File: config.mk
export PLATFORM = sky130hd
export DESIGN_NAME = auvs_rot_cell
export DESIGN_NICKNAME = d
export VERILOG_FILES = /design/src/angle_unit_vector_smoother_top_macros.svh /design/src/auvs_pkg.sv /design/src/auvs_rot_cell.sv
export SDC_FILE = /design/constraint.sdc
export NUM_CORES = 1
export LEC_CHECK = 0
export ABC_AREA = 1
export BUFFER_PORTS_ARGS = -buffer_cell sky130_fd_sc_hd__buf_2
export CAP_MARGIN = 20
export CORE_MARGIN = 2
export CORE_UTILIZATION = 55
export DETAILED_ROUTE_END_ITERATION = 10
export PLACE_DENSITY_LB_ADDON = 0.12
export SLEW_MARGIN = 20
export SYNTH_ARGS = -nofsm -noshare
export SYNTH_HDL_FRONTEND = slang
export SYNTH_SLANG_ARGS = --single-unit
export TNS_END_PERCENT = 5
File: constraint.sdc
create_clock -name i_clk -period 4.35 [get_ports i_clk]
set_input_delay 0 -clock i_clk [delete_from_list [all_inputs] [get_ports i_clk]]
set_output_delay 0 -clock i_clk [all_outputs]
set_load 0.02 [all_outputs]
File: src/angle_unit_vector_smoother_top_macros.svh
// assertion helpers used by the smoother top
`ifndef ANGLE_UNIT_VECTOR_SMOOTHER_TOP_MACROS_SVH
`define ANGLE_UNIT_VECTOR_SMOOTHER_TOP_MACROS_SVH
`ifndef SYNTHESIS
`define AUVS_ASSERT_IMP(label, clk, rst_n, ante, cons) \
    label: assert property (@(posedge clk) disable iff (!rst_n) (ante) |-> (cons)) \
        else $error("auvs assertion failed");
`define AUVS_ASSERT_NXT(label, clk, rst_n, ante, cons) \
    label: assert property (@(posedge clk) disable iff (!rst_n) (ante) |=> (cons)) \
        else $error("auvs assertion failed");
`else
`define AUVS_ASSERT_IMP(label, clk, rst_n, ante, cons)
`define AUVS_ASSERT_NXT(label, clk, rst_n, ante, cons)
`endif
`endif

File: src/auvs_pkg.sv
package auvs_pkg;

    localparam int ZW           = 27;
    localparam int RW           = 18;
    localparam int VW           = 32;
    localparam int TABLE_STAGES = 24;
    localparam int DEG          = 65536;

    typedef logic signed [ZW-1:0] t_ang;
    typedef logic signed [RW-1:0] t_rot;
    typedef logic signed [VW-1:0] t_vec;

    typedef struct packed {
        logic valid;
        logic flag;
    } t_ctl;

    // atan(2^-i) in degrees scaled by 2^16
    localparam t_ang ATAN_TABLE [TABLE_STAGES] = '{
        27'sd2949120, 27'sd1740967, 27'sd919879, 27'sd466945,
        27'sd234379,  27'sd117304,  27'sd58666,  27'sd29335,
        27'sd14668,   27'sd7334,    27'sd3667,   27'sd1833,
        27'sd917,     27'sd458,     27'sd229,    27'sd115,
        27'sd57,      27'sd29,      27'sd14,     27'sd7,
        27'sd4,       27'sd2,       27'sd1,      27'sd0
    };

    localparam t_ang DEG90    = t_ang'(90 * DEG);
    localparam t_ang DEG180   = t_ang'(180 * DEG);
    localparam t_ang DEG270   = t_ang'(270 * DEG);
    localparam t_ang DEG360   = t_ang'(360 * DEG);
    localparam t_rot GAIN_Q15 = 18'sd19898;
    localparam logic [16:0] ALPHA_ONE   = 17'd65536;
    localparam logic [16:0] ALPHA_RESET = 17'd32768;

endpackage

File: src/auvs_rot_cell.sv
module auvs_rot_cell #(
    parameter int STAGE = 0
) (
    input  logic            i_clk,
    input  logic            i_rst_n,
    input  logic            i_en,
    input  auvs_pkg::t_ctl  i_ctl,
    input  auvs_pkg::t_rot  i_x,
    input  auvs_pkg::t_rot  i_y,
    input  auvs_pkg::t_ang  i_z,
    output auvs_pkg::t_ctl  o_ctl,
    output auvs_pkg::t_rot  o_x,
    output auvs_pkg::t_rot  o_y,
    output auvs_pkg::t_ang  o_z
);
    import auvs_pkg::*;

    t_ctl r_ctl;
    t_rot r_x, r_y, n_x, n_y;
    t_ang r_z, n_z;
    t_rot dx, dy;

    always_comb begin
        dx = i_y >>> STAGE;
        dy = i_x >>> STAGE;
        if (i_z >= 0) begin
            n_x = i_x - dx;
            n_y = i_y + dy;
            n_z = i_z - ATAN_TABLE[STAGE];
        end else begin
            n_x = i_x + dx;
            n_y = i_y - dy;
            n_z = i_z + ATAN_TABLE[STAGE];
        end
    end

    always_ff @(posedge i_clk) begin
        if (!i_rst_n) begin
            r_ctl <= '0;
        end else if (i_en) begin
            r_ctl <= i_ctl;
        end
    end

    always_ff @(posedge i_clk) begin
        if (i_en) begin
            r_x <= n_x;
            r_y <= n_y;
            r_z <= n_z;
        end
    end

    assign o_ctl = r_ctl;
    assign o_x   = r_x;
    assign o_y   = r_y;
    assign o_z   = r_z;

endmodule

==> results.cfg, run 1 <==
[outcome]
status = finished, final reports clean

[synthesis]
synth_top_flop_cell = edfxtp_1
syn_area_per_cell_um2 = 7.436
yosys_warnings = 0
synth_common_cells = nand2_1 (208), inv_1 (105), nand3_1 (79)
synth_top_family_by_area = simple AND/OR/NAND/NOR gates
yosys.area_share.simple = 0.2698
synth_area_leader_cell = edfxtp_1
ys_seq_area_frac = 0.3379
yosysTopAreaCellShare = 0.3307
synth-seq-cells = 64
ys_types = 39
synthCells = 757
synthArstFlopShare = 0
synth-edff-count = 62
synth.most_common_cell = nand2_1
synthAdderAreaFrac = 0.1476
synth-compound-area-share = 0.1214
syn_area_um2 = 5629
ys_top_cells_by_area = edfxtp_1 (33%), nand2_1 (14%), ha_1 (13%)
muxShareOfSynthArea = 0
synth-xor-area-share = 0.02801
synth_nets = 889

[detailed_routing]
first_pass_iters = 6
ant_nets = 0
wirelength_um = 15560
vias_per_cell = 5.363
vias = 5578
drt-initial-drc-count = 353
drc_errors = 0
post_drt_wl_per_cell_um = 14.96

[placed_design]
place.gp.congestion = 0.9426
port_buffers = 132
dpl-instance-area_um2 = 6340
dp_hpwl_um = 12000

[critical_path]
endpoint_kind = flip-flop
r2r_start = o_ctl[0]
cp_max_fo = 37
crit_path_max_incr_delay_ns = 0.56
critical_path_arrival_ns = 2.31
path_cells = buf_2 -> clkinv_1 -> ha_1 -> nand2_1 -> o21ai_0 -> a21oi_1 -> o21ai_0 -> xor2_1
slowest_stage = buf_2
start_kind = input port
crit_path_start = i_z[26]
required_ns = 4.44
path_buf_inv = 2
crit_type = input port to flip-flop
cp_top_family = buffers and inverters
cp_common_cell = o21ai_0

[flow_run]
drv_cap = 0

[timing]
clock_skew_ns = 0
maxSlewHeadroom = 0.4843
fin_hold_ws_ns = 0.03333
period_share = 0.5104
fmax_mhz = 450.4
final_hold_viol_count = 0
tightestPinTransition_ns = 0.7735
maxSlewViolCount = 0
tns_ns = 0
setup_viol = 0
period_needed_ns = 2.220
rsz0062_at_grt = no

[power]
power.share.clock = 0.279
finalPower_mw = 2.176
switchingPower_uw = 764.2
p_int_mw = 1.411
p_leak_nw = 3.511
switching_share = 0.3512
combPwrFrac = 0.355
power.density_nw_per_um2 = 320.3
irDropWorstVdd_mv = 0.2785
share_seq_of_total_power = 0.366

[cts]
cts_made_buffers = 9
post_cts_buffers = 0
cts_tree = built
root_buffer = clkbuf_8
worstSkewPairLatency_ns = 0.35
cts_repair_resize_count = 0
cts_buffer_depth = 2
holdBufCountCts = 21
cts.htree.levels = 3
cts_sinks = 64
cts.reportedPaths.clkPinSlew_ns = 0.06

[global_route]
grt_usage = 0.2876
grt_pass1_vias = 5191
overflow = 0
grt_pass1_wl_um = 25080
grt_max_degree = 66
antenna_found_initial = 0

[hold_path]
hp-start = i_z[17]
min_path_type = input port to flip-flop

[die]
ios = 133
die_y_um = 105.2
dieArea_um2 = 11060
initial_utilization = 0.5706
die_w_um = 105.2
core_area_um2 = 9864
num_rows = 36

[layout]
drive_above_1_share = 0.1775
num_antenna_cells = 0
post-route-cell-area_um2 = 6793
nets = 1034
area_growth_pct = 20.67
[cell type report]
type	count	area, um^2
fillers	836	3072
well taps	133	166.4
clock buffers	9	123.9
clock inverters	7	118.9
flip-flops and latches	64	1902
multi-input cells	564	3191
inverters	108	405.4
repair buffers	155	885.9
[per-stage QoR]
step                      setup WS, ns  utilization  instances
after floorplan                  2.394            -        757
after global placement           1.986       0.6427       1003
after detailed placement         1.844       0.6427       1003
after CTS                        2.207       0.6886       1040
after global routing             1.964       0.6886       1040
final                            2.130       0.6886       1040
[cell families after synthesis]
family                     after synthesis
adders and majority gates               64
AOI/OAI and AO/OA                      119
and+or+nand+nor                        363
buffers and inverters                  129
xor gates and xnor gates                18
DFF                                     64
[state kept, by name, indices dropped and copies added (netlist names)]
name / flops
o_y: 18
o_z: 27
o_x: 17
o_ctl: 2
[worst paths after layout]
kind	to	slack (ns)	cells after the start
setup / recovery	o_z[24]	2.13	8
hold reg to reg	o_ctl[1]	1.06	3
setup reg to reg	o_ctl[0]	3.17	3
hold / removal	o_z[17]	0.03	2
[placed cells by master (no fill, tap or decap), types with 2 or more instances in the layout]
| cell type | instances |
|---|---|
| nor3_1 | 4 |
| a21o_1 | 7 |
| dfxtp_1 | 2 |
| clkinv_1 | 2 |
| nor4_1 | 3 |
| nand3_1 | 79 |
| inv_1 | 105 |
| buf_2 | 132 |
| bufinv_16 | 3 |
| a21boi_1 | 2 |
| nand2_1 | 208 |
| dlygate4sd3_1 | 21 |
| o21bai_1 | 14 |
| xor2_1 | 17 |
| clkbuf_8 | 9 |
| o22ai_1 | 4 |
| nor2_1 | 57 |
| buf_4 | 2 |
| o21ai_1 | 4 |
| fa_1 | 4 |
| nand4_1 | 4 |
| ha_1 | 60 |
| nand3_2 | 2 |
| o21ai_0 | 34 |
| or2_2 | 2 |
| edfxtp_1 | 62 |
| a21oi_1 | 45 |
| a31oi_1 | 2 |
| inv_2 | 2 |
| o21ai_2 | 2 |
[routing by layer]
layer | GRT usage | up-vias | wire, um
met3 | 0.04055 | 28 | 1253
met2 | 0.4763 | 256 | 7103
met1 | 0.3873 | 2513 | 6798
met5 | 0 | - | 0
li1 | - | 2781 | -
met4 | 0.09524 | 0 | 403
[worst register-to-register path: cells and delay by family (launching register included)]
kind	cells	cell delay, ns
compound gates	1	0.16
buf+inv	1	0.55
flops	1	0.31
simple gates	1	0.06
[power by group through the flow]
stage,combinational (mW),clock [mW],sequential [mW]
floorplan,0.403,0,0.909
global placement,0.727,0,0.805
detailed placement,0.739,0,0.808
CTS,0.759,0.611,0.795
global route,0.852,0.639,0.802
finish,0.773,0.607,0.796
Note: power is estimated with default switching activity, not from simulation.
==> inputs of run 2 (changes only) <==
- clock period: 4.35 -> 2.13 ns (I/O delays scaled with it)
==> run 2 against run 1 <==
Clock power is 100% higher; design area is 1.0% higher; critical path type unchanged; sequential share of layout area is 0.29 points lower; first-iteration DRC count is 29% higher; non-clock buffer count is 10 higher; critical endpoint is now o_y[8]; largest power group unchanged; highest routed layer unchanged; die area stayed put; wire length is 8.8% higher; register-to-register slack worse by 2.3 ns; largest cell class unchanged; clock-buffer cell count is 2 higher.
==> results.cfg, run 2 (synthesized netlist as in run 1, its figures left out) <==
[detailed_routing]
wirelength_um = 16930
first_pass_iters = 5
drt-initial-drc-count = 454
drc_errors = 0
post_drt_wl_per_cell_um = 16.13
ant_nets = 0
vias = 5733
vias_per_cell = 5.465

[global_route]
grt.met1_usage = 0.4164
grt.busiest_layer = met2
grt_pass1_wl_um = 26850
grt_pass1_vias = 5364
grt_usage = 0.3103
global_route.usage.met2 = 0.5172
grt_max_degree = 66
antenna_found_initial = 0
grt_use_met3 = 0.05552
overflow = 0

[flow_run]
drv_cap = 0

[critical_path]
r2r_start = o_ctl[0]
cp_max_fo = 4
required_ns = 2.21
r2r_slack_ns = 0.92
reg2regPathDepth = 3
critical_path_arrival_ns = 1.91
start_kind = input port
r2r-end = o_ctl[0]
crit_type = input port to flip-flop
endpoint_kind = flip-flop

[layout]
nets = 1044
utilization = 0.6957
final_cell_mix = nand2_1 (208), buf_2 (132), inv_1 (105)
drive_above_1_share = 0.1834
finalNonFillerCells = 1049
final_common_cell = nand2_1
largest_register_ffs = 27
post-route-cell-area_um2 = 6863
area_growth_pct = 21.92
num_antenna_cells = 0

[placed_design]
port_buffers = 132
place_ws_ns = -0.02932
dpl-instance-area_um2 = 6427
place.gp.congestion = 0.9927
dpl.cell_count = 1013
dp_hpwl_um = 13170

[power]
p_leak_nw = 3.556
irDropWorstVdd_mv = 0.4013
finalPower_mw = 4.479
power.density_nw_per_um2 = 652.6

[hold_path]
hp-start = i_z[17]
hold_depth = 2
min_path_type = input port to flip-flop
hold_end = o_z[17]

[timing]
tightestPinTransition_ns = 0.4754
timing.final.ws_setup_ns = 0.2938
maxSlewViolCount = 0
rsz0062_at_grt = no
period_needed_ns = 1.836
tns_ns = 0
maxSlewHeadroom = 0.6820
clock_skew_ns = 0
final_hold_viol_count = 0
period_share = 0.8621
setup_viol = 0
fin_hold_ws_ns = 0.03138
fmax_mhz = 544.6

[cts]
cts.htree.levels = 3
cts_made_buffers = 9
cts_repair_resize_count = 0
cts.reportedPaths.clkPinSlew_ns = 0.07
cts_sinks = 64
worstSkewPairLatency_ns = 0.33
cts_buffer_depth = 2
cts_tree = built
root_buffer = clkbuf_8

[die]
num_rows = 36
die_w_um = 105.2
ios = 133
die_y_um = 105.2
initial_utilization = 0.5706
core_area_um2 = 9864
dieArea_um2 = 11060

[outcome]
status = finished, final reports clean
[run 2: changes by cell type in the layout (fill, tap and decap cells not counted)]
| cell | change |
|---|---|
| buf_4 | +9 |
| clkbuf_1 | +2 |
| buf_12 | +1 |
| clkinv_4 | -1 |
| clkinvlp_4 | -1 |
| inv_6 | -1 |
[run 2: worst max-delay path by stage]
stage               slack [ns]       to    start
finish                    0.29   o_y[8]   i_x[0]
global route              0.19  o_y[14]   i_x[0]
CTS                       0.33   o_y[8]   i_x[0]
detailed placement       -0.03   o_y[8]   i_x[0]
global placement         -0.03  o_x[14]   i_x[0]
floorplan                 0.17  o_z[24]  i_z[26]
[run 2: report_power, final]
part	internal (mW)	switching, mW
Combinational	0.546	1.08
Clock	0.768	0.459
Sequential	1.58	0.0477
[run 2: critical path, stage by stage]
cell	delay, ns
buf_2	0.12
ha_1	0.23
fa_1	0.46
nand2_1	0.17
nand3_1	0.09
o21ai_1	0.25
o21ai_2	0.18
or2_4	0.27
nand3_2	0.07
o21ai_2	0.06
[run 2: layout make-up]
cell class	instances	area, um^2
Clock buffer	11	131.4
Clock inverter	4	93.84
Fill cell	793	3002
Inverter	108	405.4
Multi-Input combinational cell	564	3191
Sequential cell	64	1902
Tap cell	133	166.4
Timing Repair Buffer	165	973.4
[run 2: routing by layer]
layer | wire (um) | vias to the layer above
met1 | 7352 | 2613
li1 | - | 2794
met4 | 296 | 0
met2 | 7797 | 303
met3 | 1478 | 23
met5 | 0 | -
[run 2: what timing repair did]
item                                   CTS  global route
endpoints found under the hold margin   19             0
hold buffers                            21             0
setup buffers                            0             0
