$ cat src/angle_unit_vector_smoother_top_macros.svh
// assertion helpers used by the smoother top
`ifndef ANGLE_UNIT_VECTOR_SMOOTHER_TOP_MACROS_SVH
`define ANGLE_UNIT_VECTOR_SMOOTHER_TOP_MACROS_SVH
`ifndef SYNTHESIS
`define AUVS_ASSERT_IMP(label, clk, rst_n, ante, cons) \
    label: assert property (@(posedge clk) disable iff (!rst_n) (ante) |-> (cons)) \
        else $error("auvs assertion failed");
`define AUVS_ASSERT_NXT(label, clk, rst_n, ante, cons) \
    label: assert property (@(posedge clk) disable iff (!rst_n) (ante) |=> (cons)) \
        else $error("auvs assertion failed");
`else
`define AUVS_ASSERT_IMP(label, clk, rst_n, ante, cons)
`define AUVS_ASSERT_NXT(label, clk, rst_n, ante, cons)
`endif
`endif

$ cat src/auvs_pkg.sv
package auvs_pkg;

    localparam int ZW           = 27;
    localparam int RW           = 18;
    localparam int VW           = 32;
    localparam int TABLE_STAGES = 24;
    localparam int DEG          = 65536;

    typedef logic signed [ZW-1:0] t_ang;
    typedef logic signed [RW-1:0] t_rot;
    typedef logic signed [VW-1:0] t_vec;

    typedef struct packed {
        logic valid;
        logic flag;
    } t_ctl;

    // atan(2^-i) in degrees scaled by 2^16
    localparam t_ang ATAN_TABLE [TABLE_STAGES] = '{
        27'sd2949120, 27'sd1740967, 27'sd919879, 27'sd466945,
        27'sd234379,  27'sd117304,  27'sd58666,  27'sd29335,
        27'sd14668,   27'sd7334,    27'sd3667,   27'sd1833,
        27'sd917,     27'sd458,     27'sd229,    27'sd115,
        27'sd57,      27'sd29,      27'sd14,     27'sd7,
        27'sd4,       27'sd2,       27'sd1,      27'sd0
    };

    localparam t_ang DEG90    = t_ang'(90 * DEG);
    localparam t_ang DEG180   = t_ang'(180 * DEG);
    localparam t_ang DEG270   = t_ang'(270 * DEG);
    localparam t_ang DEG360   = t_ang'(360 * DEG);
    localparam t_rot GAIN_Q15 = 18'sd19898;
    localparam logic [16:0] ALPHA_ONE   = 17'd65536;
    localparam logic [16:0] ALPHA_RESET = 17'd32768;

endpackage

$ cat src/auvs_vec_cell.sv
module auvs_vec_cell #(
    parameter int STAGE = 0
) (
    input  logic            i_clk,
    input  logic            i_rst_n,
    input  logic            i_en,
    input  auvs_pkg::t_ctl  i_ctl,
    input  auvs_pkg::t_vec  i_x,
    input  auvs_pkg::t_vec  i_y,
    input  auvs_pkg::t_ang  i_z,
    output auvs_pkg::t_ctl  o_ctl,
    output auvs_pkg::t_vec  o_x,
    output auvs_pkg::t_vec  o_y,
    output auvs_pkg::t_ang  o_z
);
    import auvs_pkg::*;

    t_ctl r_ctl;
    t_vec r_x, r_y, n_x, n_y;
    t_ang r_z, n_z;
    t_vec dx, dy;

    // drive y towards zero, accumulating the angle
    always_comb begin
        dx = i_y >>> STAGE;
        dy = i_x >>> STAGE;
        if (i_y > 0) begin
            n_x = i_x + dx;
            n_y = i_y - dy;
            n_z = i_z + ATAN_TABLE[STAGE];
        end else begin
            n_x = i_x - dx;
            n_y = i_y + dy;
            n_z = i_z - ATAN_TABLE[STAGE];
        end
    end

    always_ff @(posedge i_clk) begin
        if (!i_rst_n) begin
            r_ctl <= '0;
        end else if (i_en) begin
            r_ctl <= i_ctl;
        end
    end

    always_ff @(posedge i_clk) begin
        if (i_en) begin
            r_x <= n_x;
            r_y <= n_y;
            r_z <= n_z;
        end
    end

    assign o_ctl = r_ctl;
    assign o_x   = r_x;
    assign o_y   = r_y;
    assign o_z   = r_z;

endmodule

$ cat config.mk
export PLATFORM = sky130hd
export DESIGN_NAME = auvs_vec_cell
export DESIGN_NICKNAME = d
export VERILOG_FILES = /design/src/angle_unit_vector_smoother_top_macros.svh /design/src/auvs_pkg.sv /design/src/auvs_vec_cell.sv
export SDC_FILE = /design/constraint.sdc
export NUM_CORES = 1
export LEC_CHECK = 0
export BUFFER_PORTS_ARGS = -buffer_cell sky130_fd_sc_hd__clkbuf_2
export CAP_MARGIN = 20
export CELL_PAD_IN_SITES_DETAIL_PLACEMENT = 0
export CELL_PAD_IN_SITES_GLOBAL_PLACEMENT = 2
export CORE_ASPECT_RATIO = 1.2
export CORE_MARGIN = 1
export CORE_UTILIZATION = 33
export CTS_CLUSTER_SIZE = 20
export DETAILED_ROUTE_END_ITERATION = 16
export GPL_ROUTABILITY_DRIVEN = 0
export HOLD_SLACK_MARGIN = 0.08
export PLACE_DENSITY = 0.81
export SKIP_CTS_REPAIR_TIMING = 1
export SLEW_MARGIN = 20
export SYNTH_ARGS = -nofsm -noshare
export SYNTH_HDL_FRONTEND = slang
export SYNTH_SLANG_ARGS = --single-unit
$ cat constraint.sdc
create_clock -name i_clk -period 4.9 [get_ports i_clk]
set_input_delay 0.98 -clock i_clk [delete_from_list [all_inputs] [get_ports i_clk]]
set_output_delay 0.98 -clock i_clk [all_outputs]
set_load 0.03 [all_outputs]
==> flow_metrics.py, run 1 <==
metrics = {
    "placed_design": {
        "place_inst": 1439,
        "hpwl_um": 22010,
        "io_buffer_count": 188,
    },
    "cts": {
        "clk_latency_ns": 0.35,
        "clockBufferDepth": 2,
        "tritoncts.num_buffers": 9,
        "cts_tree": "done",
        "cts_max_level": 3,
        "clock-sinks": 92,
        "clk_pin_slew_ns": 0.07,
        "cts_root_buf": "clkbuf_16",
    },
    "setup_path": {
        "cp_max_fo": 4,
        "r2r-start": "o_ctl[0]",
        "cp.arrival_ns": 4.06,
        "cp.required_ns": 5.01,
        "r2r_end": "o_ctl[0]",
        "r2r_slack_ns": 4.29,
        "critPathKind": "input port to flip-flop",
        "endpoint": "o_z[26]",
        "reg2reg_depth": 2,
        "critPathLaunch": "i_y[8]",
        "startpoint_type": "input port",
        "cp-end-kind": "flip-flop",
    },
    "logic_synthesis": {
        "syn-cell-area_mm2": 0.008524,
        "synth_seq_cells": 92,
        "ys_types": 72,
        "syn-num-nets": 1158,
        "synth-main-ff-cell": "edfxtp_1",
        "ys_seq_area_share_pct": 32.17,
        "avgSynthCellArea_um2": 8.917,
        "synth_warnings": 0,
        "synth_edf_count": 90,
        "async_flop_share_pct": 0,
        "syn_inst": 956,
    },
    "sta": {
        "post-route-min-period_ns": 3.947,
        "max_freq_mhz": 253.4,
        "drv_slew": 0,
        "finalHoldViolations": 0,
        "slew_headroom_pct": 46.59,
        "fin_worst_skew_ns": 0,
        "fin_crit_sh_pct": 80.55,
        "grt_setup_unrepaired": "no",
        "setup_violations": 0,
        "fin_hold_ws_ns": 0.5208,
        "setup_tns_ns": 0,
        "tightest_slew_ns": 0.8012,
    },
    "final_layout": {
        "drive_gt1_share_pct": 20.44,
        "fin_nets": 1322,
        "area_delta_synth_final_pct": 17.94,
        "layout_commonest_cell": "clkbuf_2",
        "n_antenna_cell": 0,
        "layout_common_cells": "clkbuf_2, a21oi_1, ha_1",
        "final_util_pct": 39.48,
        "fin_cells": 1455,
    },
    "global_route": {
        "grtUsageTotal_pct": 21.06,
        "grt-ovfl-total": 0,
        "grt_pass1_wl_um": 41890,
        "grt_max_degree": 62,
        "antenna_found_initial": 0,
        "grt_pass1_vias": 7418,
    },
    "worst_hold_path": {
        "hp-class": "flip-flop to flip-flop",
        "hp-start": "o_ctl[1]",
    },
    "pwr": {
        "powerDensity_mw_per_mm2": 303.7,
        "leakage_uw": 0.004472,
        "ir_drop_v": 0.0001891,
        "total_power_uw": 3054,
    },
    "route": {
        "avgRoutedWirePerCell_um": 19.24,
        "drt-total-wl_um": 28000,
        "drtAntennaViolNets": 0,
        "num_vias": 7717,
        "vias_per_cell": 5.304,
        "dr.first_iter.drc_count": 552,
        "drc": 0,
        "first_pass_iters": 5,
    },
    "run": {
        "max-cap-violations": 0,
    },
    "floorplanning": {
        "rows": 64,
        "die_x_um": 148.7,
        "core_area_mm2": 0.02546,
        "die_area_mm2": 0.02648,
        "io_pins": 189,
        "chipHeight_um": 178.1,
        "initial_core_util_pct": 33.48,
    },
    "run_status": {
        "status": "finished clean",
    },
}
## sequential cells by signal, summed over array words and instances, names as in the netlist
name   cells
o_z       27
o_y       31
o_x       32
o_ctl      2
## cell type report
cell class	instances	area, um2
Fill cell	2649	15410
Multi-Input combinational cell	725	5219
Sequential cell	92	2743
Timing Repair Buffer	196	1003
Tap cell	330	412.9
Inverter	96	360.3
Clock buffer	9	225.2
Clock inverter	7	90.09
## metal layers
metal | GRT usage [%] | wire, um | vias to the layer above
li1 | - | - | 3743
met1 | 25.07 | 11900 | 3639
met2 | 37.03 | 13690 | 291
met3 | 3.325 | 1486 | 44
met4 | 9.450 | 930 | 0
met5 | 0 | 0 | -
## cells by family (layout without fill, tap and decap cells)
logic type / Yosys count / in the layout / synth area share [%]
AO/OA/AOI/OAI: 292 / 292 / 22.12
AND/OR/NAND/NOR: 233 / 233 / 13.20
buffers and inverters: 139 / 308 / 6.605
adder cells (fa/ha/maj): 106 / 106 / 15.91
flip-flops: 92 / 92 / 32.17
XOR/XNOR: 71 / 71 / 7.295
multiplexers: 23 / 23 / 2.701
## stage by stage
stage          instance area, um2  setup slack (ns)
2_1_floorplan                8524            0.6171
3_3_place_gp                 9738            0.4960
3_5_place_dp                 9738            0.4984
4_1_cts                     10050            0.8797
5_1_grt                     10050            0.6580
6_report                    10050            0.9529
## worst min-delay path by stage
stage / cells after the start / slack (ns) / end
floorplan: 2 / 0.64 / o_ctl[0]
global placement: 2 / 0.50 / o_ctl[0]
detailed placement: 2 / 0.51 / o_ctl[1]
CTS: 2 / 0.53 / o_ctl[1]
global route: 2 / 0.55 / o_ctl[1]
finish: 2 / 0.52 / o_ctl[1]
## critical path: stages
cell and delay (ns):
clkbuf_2 0.13, nor4_1 0.67, nand4_1 0.17, nor2_1 0.20, or2_2 0.18, inv_1 0.08, ha_1 0.32, a21oi_1 0.14
nor2_1 0.05, nor2_1 0.15, o21bai_1 0.09, a21oi_1 0.23, o21ai_0 0.20, a21o_1 0.21, a21oi_1 0.17, xnor2_1 0.09
## Yosys cell counts, types with 18 or more instances
library cell  number  area share [%]
edfxtp_1          90              32
nand2_1           39             1.7
o21ai_0           45             2.6
xnor2_1           61             6.3
inv_1             95             4.2
o21bai_1          18             1.6
nor2_1            90             4.0
mux2i_1           23             2.7
a21o_1            18             1.6
a21oi_1          116             6.8
ha_1             102              15
## power breakdown
group	internal [uW]	leakage, uW	switching (uW)	total [uW]
clock network	446	0.000155	328	774
logic	395	0.00342	823	1220
registers	1020	0.000897	36.2	1060
No activity file was read; power rests on OpenSTA's default activity.
==> inputs of run 2 (changes only) <==
- ABC_AREA: default -> 1
- CORE_UTILIZATION: 33 -> 28
- PLACE_DENSITY: 0.81 -> 0.79
- clock period: 4.9 -> 3.62 ns (I/O delays scaled with it)
==> flow_metrics.py, run 2 <==
metrics = {
    "setup_path": {
        "reg2reg_depth": 2,
        "path_delay_family": "simple AND/OR/NAND/NOR gates",
        "cp.required_ns": 3.75,
        "critPathSlowestCell": "nor3_1",
        "cp-end-kind": "flip-flop",
        "cp.arrival_ns": 3.39,
        "path_cells": "clkbuf_2, nor3_1, nand3_1, nor3_1, buf_4, nand2_1, nand2_2, ha_1, nand2_1, o21ai_0, a21oi_1, o21ai_0, xor2_1",
        "path_buf_inv": 2,
        "r2r_slack_ns": 2.99,
        "startpoint_type": "input port",
        "max_stage_delay_ns": 0.56,
        "cp_max_fo": 8,
        "r2r-start": "o_ctl[0]",
        "critPathKind": "input port to flip-flop",
        "r2r_end": "o_ctl[0]",
    },
    "final_layout": {
        "n_antenna_cell": 0,
        "largest_reg_flops": 32,
        "layout_common_cells": "nand2_1, inv_1, clkbuf_2",
        "layout_commonest_cell": "nand2_1",
        "stdcell_area_mm2": 0.01247,
        "drive_gt1_share_pct": 12.36,
        "final_util_pct": 32.92,
        "area_delta_synth_final_pct": 15.59,
        "fin_nets": 2107,
    },
    "logic_synthesis": {
        "synth_seq_cells": 92,
        "synth-main-ff-cell": "edfxtp_1",
        "avgSynthCellArea_um2": 6.209,
        "syn_inst": 1737,
        "syn-cell-area_mm2": 0.01079,
        "yosysTopAreaCellShare_pct": 25.06,
        "synth_edf_count": 90,
        "ys_seq_area_share_pct": 25.43,
        "yosys-top-cells-count": "nand2_1, inv_1, nand3_1, nor2_1, ha_1",
        "synth_area_leader_cell": "edfxtp_1",
        "synthTopCellsByArea": "edfxtp_1, nand2_1, inv_1",
        "synth.most_common_cell": "nand2_1",
        "async_flop_share_pct": 0,
        "syn-num-nets": 1939,
        "synth_warnings": 0,
        "ys_types": 36,
    },
    "sta": {
        "fin_crit_sh_pct": 90.25,
        "setup_violations": 0,
        "max_freq_mhz": 306.1,
        "finalHoldViolations": 0,
        "drv_slew": 0,
        "setup_tns_ns": 0,
        "post-route-min-period_ns": 3.267,
        "tightest_slew_ns": 0.7223,
        "slew_headroom_pct": 51.85,
        "fin_worst_skew_ns": 0,
        "grt_setup_unrepaired": "no",
    },
    "route": {
        "avgRoutedWirePerCell_um": 16.79,
        "first_pass_iters": 5,
        "dr.first_iter.drc_count": 669,
        "drc": 0,
        "vias_per_cell": 4.607,
        "drt-total-wl_um": 40140,
        "drtAntennaViolNets": 0,
        "num_vias": 11011,
    },
    "floorplanning": {
        "initial_core_util_pct": 28.48,
        "core_area_mm2": 0.03787,
        "rows": 78,
        "io_pins": 189,
        "die_area_mm2": 0.03931,
        "die_x_um": 181.2,
        "chipHeight_um": 217.0,
    },
    "pwr": {
        "powerDensity_mw_per_mm2": 346.6,
        "total_power_uw": 4321,
        "ir_drop_v": 0.0002347,
        "leakage_uw": 0.007044,
    },
    "global_route": {
        "grt-ovfl-total": 0,
        "antenna_found_initial": 0,
        "grt_pass1_wl_um": 61240,
        "grt_pass1_vias": 10734,
        "grtUsageTotal_pct": 20.68,
        "grt_max_degree": 72,
    },
    "worst_hold_path": {
        "hp-class": "flip-flop to flip-flop",
        "hp-start": "o_ctl[1]",
        "hold_path_depth": 2,
        "min_to": "o_ctl[1]",
    },
    "cts": {
        "tritoncts.num_buffers": 9,
        "cts_tree": "done",
        "clk_latency_ns": 0.37,
        "clk_pin_slew_ns": 0.08,
        "clock-sinks": 92,
        "cts_max_level": 3,
        "clockBufferDepth": 2,
        "cts_root_buf": "clkbuf_16",
    },
    "placed_design": {
        "hpwl_um": 33720,
        "io_buffer_count": 188,
        "place_area_mm2": 0.01216,
    },
    "run": {
        "max-cap-violations": 0,
    },
    "run_status": {
        "status": "finished clean",
    },
}
==> run 2: changes by cell type in the layout (fill, tap and decap cells not counted), moves of 11 or more <==
cell,delta
xnor2_1,-58
nand2b_1,-12
a21oi_1,-34
nand2_1,+593
a21o_1,-16
o31ai_1,-12
mux2i_1,-23
xor2_1,+27
nand3_1,+147
nor2_1,+25
nor4_1,-11
inv_1,+249
==> run 2: tightest hold or removal path: cells and delay by family (launching register included) <==
family	cells	cell delay, ns
DFF	1	0.33
AOI/OAI and AO/OA	1	0.07
and+or+nand+nor	1	0.07
==> run 2: how the worst max path moves through the flow <==
stage                      start      end  cells after the start
final                     i_y[4]  o_z[24]                     13
after global routing      i_y[4]  o_z[24]                     13
after CTS                 i_y[4]  o_z[24]                     13
after detailed placement  i_y[4]  o_z[24]                     13
after global placement    i_y[4]  o_z[24]                     13
after floorplan           i_y[1]  o_z[24]                     14
==> run 2: metal layers <==
layer,vias up,wire [um],track usage (%)
met5,-,0,0
met4,0,1069,6.949
met3,50,1355,2.159
met2,214,19960,36.97
met1,5037,17750,25.73
li1,5710,-,-
==> run 2: power by group <==
part	internal, uW	leakage, uW	total, uW	switching (uW)
clock	493	0.000146	1040	549
combinational	544	0.00600	1890	1350
sequential	1350	0.000896	1390	38.3
==> run 2: layout make-up <==
class | instances | area (um2)
well taps | 480 | 600.6
repair buffers | 199 | 1051
multi-input cells | 1258 | 6472
flip-flops and latches | 92 | 2743
fillers | 4319 | 25400
clock buffers | 9 | 225.2
inverters | 345 | 1295
clock inverters | 7 | 80.08
==> run 2: kinds of logic after synthesis <==
logic type                 Yosys count  synth area share [%]
and+or+nand+nor                    967                 37.01
AOI/OAI and AO/OA                  145                 7.076
buffers and inverters              387                 14.66
DFF                                 92                 25.43
xor gates and xnor gates            40                 3.248
adders and majority gates          106                 12.58
==> run 2: metrics by stage <==
stage,worst slack [ns],std cells,hold slack (ns)
after floorplan,0.6854,1737,0.6418
after global placement,0.2081,2374,0.4793
after detailed placement,0.06704,2374,0.4906
after CTS,0.4758,2390,0.4991
after global routing,0.1718,2390,0.4994
final,0.3529,2390,0.5019
==> inputs of run 3 (changes only) <==
- CTS_BUF_LIST: default -> sky130_fd_sc_hd__clkbuf_4
==> flow_metrics.py, run 3 (synthesis results as in run 2) <==
metrics = {
    "route": {
        "first_pass_iters": 5,
        "avgRoutedWirePerCell_um": 16.81,
        "dr.first_iter.drc_count": 684,
        "num_vias": 11076,
        "drtAntennaViolNets": 0,
        "drc": 0,
        "vias_per_cell": 4.632,
        "drt-total-wl_um": 40190,
    },
    "run_status": {
        "status": "finished clean",
    },
    "setup_path": {
        "cp_max_fo": 8,
        "cp.arrival_ns": 3.37,
        "critPathKind": "input port to flip-flop",
        "startpoint_type": "input port",
        "cp.required_ns": 3.95,
        "cp-end-kind": "flip-flop",
    },
    "sta": {
        "finalHoldViolations": 0,
        "max_freq_mhz": 328.7,
        "fin_crit_sh_pct": 84.04,
        "drv_slew": 0,
        "setup_tns_ns": 0,
        "fin_hold_ws_ns": 0.3248,
        "fin_worst_skew_ns": 0,
        "slew_headroom_pct": 51.43,
        "setup_violations": 0,
        "post-route-min-period_ns": 3.042,
        "grt_setup_unrepaired": "no",
        "tightest_slew_ns": 0.7286,
    },
    "cts": {
        "clockBufferDepth": 2,
        "clock-sinks": 92,
        "cts_max_level": 3,
        "cts_root_buf": "clkbuf_4",
        "cts_tree": "done",
        "clk_latency_ns": 0.55,
        "clk_pin_slew_ns": 0.18,
        "tritoncts.num_buffers": 9,
    },
    "pwr": {
        "p_switching_uw": 1896,
        "power_frac_comb_pct": 47.9,
        "ir_drop_v": 0.0001483,
        "leakage_uw": 0.006975,
        "seqPwrFrac_pct": 35.1,
        "total_power_uw": 3954,
        "internal_power_uw": 2059,
        "powerDensity_mw_per_mm2": 321.2,
        "clockPowerShare_pct": 17.0,
        "sw_frac_of_total_pct": 47.94,
    },
    "floorplanning": {
        "rows": 78,
        "die_area_mm2": 0.03931,
        "chipHeight_um": 217.0,
        "io_pins": 189,
        "core_area_mm2": 0.03787,
        "initial_core_util_pct": 28.48,
        "die_x_um": 181.2,
    },
    "final_layout": {
        "layout_common_cells": "nand2_1, inv_1, clkbuf_2",
        "drive_gt1_share_pct": 12.36,
        "layout_commonest_cell": "nand2_1",
        "fill_cells": 4339,
        "fin_nets": 2107,
        "fin_cells": 2391,
        "area_delta_synth_final_pct": 14.15,
        "largest_reg_flops": 32,
    },
    "global_route": {
        "grt_max_degree": 72,
        "grtUsageTotal_pct": 20.70,
        "grt_pass1_wl_um": 61240,
        "antenna_found_initial": 1,
        "grt_pass1_vias": 10736,
        "grt-ovfl-total": 0,
    },
    "placed_design": {
        "io_buffer_count": 188,
        "place_inst": 2374,
        "hpwl_um": 33720,
    },
    "worst_hold_path": {
        "hp-class": "input port to flip-flop",
    },
    "run": {
        "max-cap-violations": 0,
    },
}
## run 3: path summary, 6_finish.rpt
check,cells past startpoint,startpoint,end,slack [ns]
worst max register to register,2,o_ctl[0],o_ctl[0],2.98
worst min register to register,2,o_ctl[1],o_ctl[1],0.52
worst min-delay path,1,i_z[6],o_z[6],0.32
worst max-delay path,13,i_y[4],o_z[24],0.58
## run 3: power groups by stage
stage	logic, uW	clock network (uW)	registers, uW
6_report	1890	672	1390
5_1_grt	2110	745	1400
4_1_cts	1910	707	1390
3_5_place_dp	1900	0	1420
3_3_place_gp	1900	0	1410
2_1_floorplan	989	0	1700
## run 3: metrics by stage
stage          utilization, %  cell area (um2)  setup slack, ns
3_5_place_dp            32.12            12160          0.06704
6_report                32.51            12310           0.5776
2_1_floorplan               -            10790           0.6854
5_1_grt                 32.51            12310           0.4144
4_1_cts                 32.51            12310           0.7320
3_3_place_gp            32.12            12160           0.2081
## run 3: per-layer routing
metal | GRT usage, % | vias up | wire [um]
met2 | 36.79 | 255 | 19930
met5 | 0 | - | 0
li1 | - | 5719 | -
met3 | 2.092 | 53 | 1364
met1 | 25.73 | 5049 | 17770
met4 | 7.655 | 0 | 1129
## run 3: worst max-delay path, cell delays in order
cell	delay, ns
clkbuf_2	0.12
nor3_1	0.55
nand3_1	0.14
nor3_1	0.23
buf_4	0.20
nand2_1	0.10
nand2_2	0.22
ha_1	0.34
nand2_1	0.10
o21ai_0	0.12
a21oi_1	0.23
o21ai_0	0.13
xor2_1	0.15
## run 3: cell type report
type | count | area [um2] | share of cell area [%]
Multi-Input combinational cell | 1258 | 6472 | 52.57
Inverter | 345 | 1295 | 10.52
Clock buffer | 9 | 67.56 | 0.5488
Timing Repair Buffer | 199 | 1051 | 8.537
Clock inverter | 7 | 80.08 | 0.6504
Sequential cell | 92 | 2743 | 22.28
Antenna cell | 1 | 2.502 | 0.02033
Tap cell | 480 | 600.6 | 4.878
